<file path="config.mk">
export PLATFORM = sky130hd
export DESIGN_NAME = lkv_slot_ram
export DESIGN_NICKNAME = d
export VERILOG_FILES = /design/src/design/lkv_pkg.sv /design/src/design/lkv_slot_ram.sv
export SDC_FILE = /design/constraint.sdc
export NUM_CORES = 2
export LEC_CHECK = 0
export BUFFER_PORTS_ARGS = -buffer_cell sky130_fd_sc_hd__buf_4
export CELL_PAD_IN_SITES_DETAIL_PLACEMENT = 1
export CELL_PAD_IN_SITES_GLOBAL_PLACEMENT = 2
export CORE_MARGIN = 2
export CORE_UTILIZATION = 51
export DETAILED_ROUTE_END_ITERATION = 7
export MAX_ROUTING_LAYER = met4
export PLACE_DENSITY = 0.8
export RECOVER_POWER = 50
export SLEW_MARGIN = 20
export SYNTH_ARGS = -nofsm -noshare
export SYNTH_HDL_FRONTEND = slang
export SYNTH_SLANG_ARGS = --single-unit
</file>
<file path="constraint.sdc">
create_clock -name clock -period 6.4 [get_ports clock]
set_clock_uncertainty 0.1 [all_clocks]
set_input_delay 0 -clock clock [delete_from_list [all_inputs] [get_ports clock]]
set_output_delay 0 -clock clock [all_outputs]
set_load 0.02 [all_outputs]
</file>
<file path="src/design/lkv_pkg.sv">
// shared types and codes for the linear key/value table
// item structs, command and status codes, sequencer states; no dependencies
package lkv_pkg;

   localparam int CAPACITY_DEF = 64;
   localparam int KEY_BITS     = 32;
   localparam int VALUE_BITS   = 32;
   localparam int COUNT_BITS   = 7;

   localparam logic [2:0] CMD_SET        = 3'd0;
   localparam logic [2:0] CMD_REMOVE     = 3'd1;
   localparam logic [2:0] CMD_FIND       = 3'd2;
   localparam logic [2:0] CMD_ITER_START = 3'd3;
   localparam logic [2:0] CMD_ITER_NEXT  = 3'd4;
   localparam logic [2:0] CMD_ITER_DEL   = 3'd5;

   localparam logic [2:0] ST_OK         = 3'd0;
   localparam logic [2:0] ST_ZERO_VALUE = 3'd1;
   localparam logic [2:0] ST_FULL       = 3'd2;
   localparam logic [2:0] ST_ZERO_KEY   = 3'd3;
   localparam logic [2:0] ST_NO_ENTRY   = 3'd4;

   typedef enum logic [2:0] {
      S_IDLE,
      S_SCAN,
      S_POS_READ,
      S_POS_CHECK,
      S_DONE
   } state_type;

   typedef struct packed {
      logic [2:0]            command;
      logic [KEY_BITS-1:0]   key;
      logic [VALUE_BITS-1:0] value;
   } req_type;

   typedef struct packed {
      logic [2:0]            status;
      logic                  found;
      logic [KEY_BITS-1:0]   out_key;
      logic [VALUE_BITS-1:0] out_value;
      logic [COUNT_BITS-1:0] live_count;
   } rsp_type;

endpackage

</file>
<file path="src/design/lkv_slot_ram.sv">
// slot storage: one write port, one read port with registered read data
// depends on lkv_pkg for default widths
module lkv_slot_ram import lkv_pkg::*; #(
   parameter int DEPTH = CAPACITY_DEF,
   parameter int WIDTH = KEY_BITS + VALUE_BITS,
   localparam int AW = $clog2(DEPTH)
) (
   input  logic             clock,
   input  logic             wr_en,
   input  logic [AW-1:0]    wr_addr,
   input  logic [WIDTH-1:0] wr_data,
   input  logic [AW-1:0]    rd_addr,
   output logic [WIDTH-1:0] rd_data
);

   logic [WIDTH-1:0] mem [DEPTH];
   logic [WIDTH-1:0] rd_data_ff;

   always_ff @(posedge clock) begin
      if (wr_en) begin
         mem[wr_addr] <= wr_data;
      end
   end

   always_ff @(posedge clock) begin
      rd_data_ff <= mem[rd_addr];
   end

   assign rd_data = rd_data_ff;

endmodule

</file>
After elaboration in Yosys (flattened, before gate mapping) --
Memories as Yosys holds them, arrays and structs flattened. A register that Yosys moved wholly into a read port is not among the register bits. Cells that the tools add are included.
Operators by class: muxes and demuxes 2
Operators with widths (count):
- $mux W1 | 2
Word-level totals: flip-flop bits (word level) 0, memory bits (writable) 4096, input port bits 78, output and inout bits 64, memories 1
Memories:
- mem | words 64, width 64, read ports 1, clocked after memory_dff 1, write ports 1, line lkv_slot_ram.sv:16 | logic [WIDTH-1:0] mem [DEPTH];

Longest topological paths before layout --
word-level depth 2, mapped depth 9

Least setup slack after synthesis --
Ideal clock, no wire load.
kind input to register, start input port wr_addr[3], end memory mem[48][0] (netlist bit) (enable), library setup time 0.564 ns, data arrival time 4.872 ns, required time 5.736 ns, slack 0.864 ns, stages 4, path buffers 1, path through clkbuf_1 nor2b_1 nand4b_1 nor3_1
RTL lines:
- start: declaration | line lkv_slot_ram.sv:10 | input logic [AW-1:0] wr_addr,
- end: declaration | line lkv_slot_ram.sv:16
Straight into the memory's write port.

Final worst setup path --
start input port wr_addr[0], end memory mem[24][21] (netlist bit) (enable)
Straight into the memory's write port.

==> results.ini <==
[outcome]
status=finished with violations
violations=max-capacitance violations, max-slew violations

[detailed_routing]
wirelength_um=454000
met1_length_um=169000
avgRoutedWirePerCell_um=39.3
final_antenna_net_count=0
met3_length_um=45000
firstDrtPassIters=6
drt_iter0_markers=11373
avgViaCountPerCell=6.73
route.detailed.drc=0
maxUsedRoutingLayer=met4
dr_wl_met2_um=221000
vias=77735

[logic_synthesis]
synthTopCellsByArea=edfxtp_1 (79%), mux4_2 (15%), mux2i_1 (0.86%)
synth_cell_types=33
yosysSeqAreaShare_pct=79.5
yosysTopAreaCellShare_pct=78.7
synth_top_cell_by_area=edfxtp_1
yosysWarningCount=0
syn_inst=6598
ys_ff_latch=4160
syn_nets=6676
avgSynthCellArea_sq_um=23.7
netlist_area_sq_um=156000

[worst_setup_path]
timing.rr.end=rd_data[10]$_DFF_P_
cp-end-kind=register
crit_type=input pin to register
ff2ff_path_depth=7
r2r_start=mem[12][10]$_DFFE_PP_
critical_path_required_ps=6860
regToRegSetupSlack_ps=3570
cp.arrival_ps=4350
crit_fanout=23
startpoint_type=input pin

[die]
design.core.area_sq_um=306000
ios=142
die_x_um=558
die_area_sq_um=311000
rows=203
initial_core_util_pct=51.2
die_h_um=558

[global_routing]
grt_max_degree=118
grt_use_total_pct=30.3
grt_pass1_wl_um=637000
overflow=0
antenna_found_initial=23
grt_pass1_vias=80940

[clock_tree]
clk_latency_ps=990
cts_tree=built
htree_num_levels=5
clock_sinks=4160
cts_resized=0
cts-buffers-inserted=409
path_clk_slew_ps=60
clock_path_buffers=4
postCtsSetupRepairBufs=0
root_buffer=clkbuf_16
holdBufCountCts=103

[timing]
tightest_slew_ps=3460
tns_ps=0
finalHoldViolations=0
post-route-period-util_pct=60.7
setup_viol=0
rsz0062_at_grt=false
fmax_ghz=0.257
setup_ws_ps=2510
period_needed_ps=3890
report.final.slew_viol_count=4144
max-slew-margin-rel_pct=-131

[min_path]
min_path_type=input pin to register
hold_depth=5
hp-start=rd_addr[3]
hold_end=rd_data[17]$_DFF_P_

[placement]
dpl.hpwl_um=241000
port_buffers=141
gp_congestion=0.813
dpl_worst_slack_ps=2860

[layout]
fin_util_pct=58.1
drive_gt1_share_pct=26.1
areaGrowthSynthToFinish_pct=13.6
seq_area_sq_um=124000
fill_cells=24889
nets=7155
multiInputGateArea_sq_um=30700

[power_and_ir_drop]
powerDensity_nw_per_um2=324
p_leak_nw=55.1
ir_drop_uv=298

[job]
drv_cap=70

==> logic make-up after synthesis <==
group,synth area share (%)
flip-flops,79.5
buffers and inverters,1.18
multiplexers,15.6
AND/OR/NAND/NOR,1.24
AO/OA/AOI/OAI,2.48
==> cell usage in the layout (no fill, tap or decap), drive strengths merged <==
master,instances
dfxtp,64
a41oi,26
or2,28
buf,215
a2bb2oi,19
clkbuf,660
nand2b,11
mux4,1024
clkinvlp,16
nand3,45
nand4,2
a211oi,63
or3,29
o221ai,38
a22o,88
nor2,112
bufinv,42
dlygate4sd3,97
a22oi,168
nor2b,28
nor3,2
diode,20
a31o,1
nand2,58
mux2i,135
or3b,1
inv,27
and3,64
nand4b,1
o22ai,83
nand3b,2
clkinv,169
edfxtp,4096
and2,3
a31oi,18
==> flip-flops by register name, indices dropped and copies added (netlist names) <==
signal / cells
rd_data: 64
mem: 4096
==> worst max-delay path, stage by stage <==
cell and delay (ps):
dlygate4sd3_1 580, clkbuf_1 190, nor2b_1 290, nand2_1 650
nor2_1 1380, buf_4 500, buf_4 600
==> area by class of cell <==
cell class / instances / area share (%)
Antenna cell: 20 / 0.0282
Timing Repair Buffer: 438 / 2.07
Multi-Input combinational cell: 2049 / 17.3
Sequential cell: 4160 / 70.0
Tap cell: 4100 / 2.89
Clock inverter: 235 / 1.49
Clock buffer: 534 / 6.20
Inverter: 19 / 0.0402
==> per-layer routing <==
layer / global-route usage (%) / vias to the layer above
met5: - / -
met4: 11.2 / 0
met3: 5.07 / 920
met2: 47.2 / 5010
met1: 40.8 / 42360
li1: - / 29445
==> how the worst max path moves through the flow <==
stage                          start                     to  slack [ps]  depth (start not counted)
final                     wr_addr[0]  mem[24][21]$_DFFE_PP_        2510                          7
after global routing      wr_addr[0]  mem[24][21]$_DFFE_PP_        2590                          7
after CTS                 rd_addr[1]    rd_data[10]$_DFF_P_        2810                          9
after detailed placement  rd_addr[0]    rd_data[28]$_DFF_P_        2860                          8
after global placement    rd_addr[0]    rd_data[32]$_DFF_P_        2890                          6
after floorplan           wr_addr[3]   mem[48][0]$_DFFE_PP_         860                          4
==> through the flow <==
stage	instance area (sq um)	power, mW	instances	hold slack (ps)
after detailed placement	163000	33.6	10663	351
after floorplan	156000	32.3	6598	-1.13
after global placement	163000	33.5	10658	364
final	178000	57.6	11555	120
after CTS	178000	57.8	11535	3.04
after global routing	178000	58.9	11549	132
==> report_power, final <==
part	leakage, nW	switching, mW	internal [mW]
Clock	6.64	10.6	13.9
Combinational	11.1	1.77	0.958
Sequential	37.4	0.166	30.2
==> cells in the mapped netlist (all sizes together) <==
cell type  instances
or3b               1
clkbuf           140
mux2i            135
nand4b             1
or3               29
edfxtp          4096
a22oi            168
buf              230
and3              64
a211oi            63
nand2b            11
o22ai             83
nand4              2
a41oi             26
nand2             58
a31oi             18
nor2             112
nand3             45
a22o              88
dfxtp             64
a31o               1
or2               28
a2bb2oi           19
nand3b             2
nor2b             28
inv               19
mux4            1024
o221ai            38
and2               3
nor3               2
Note: power is estimated with default switching activity, not from simulation.
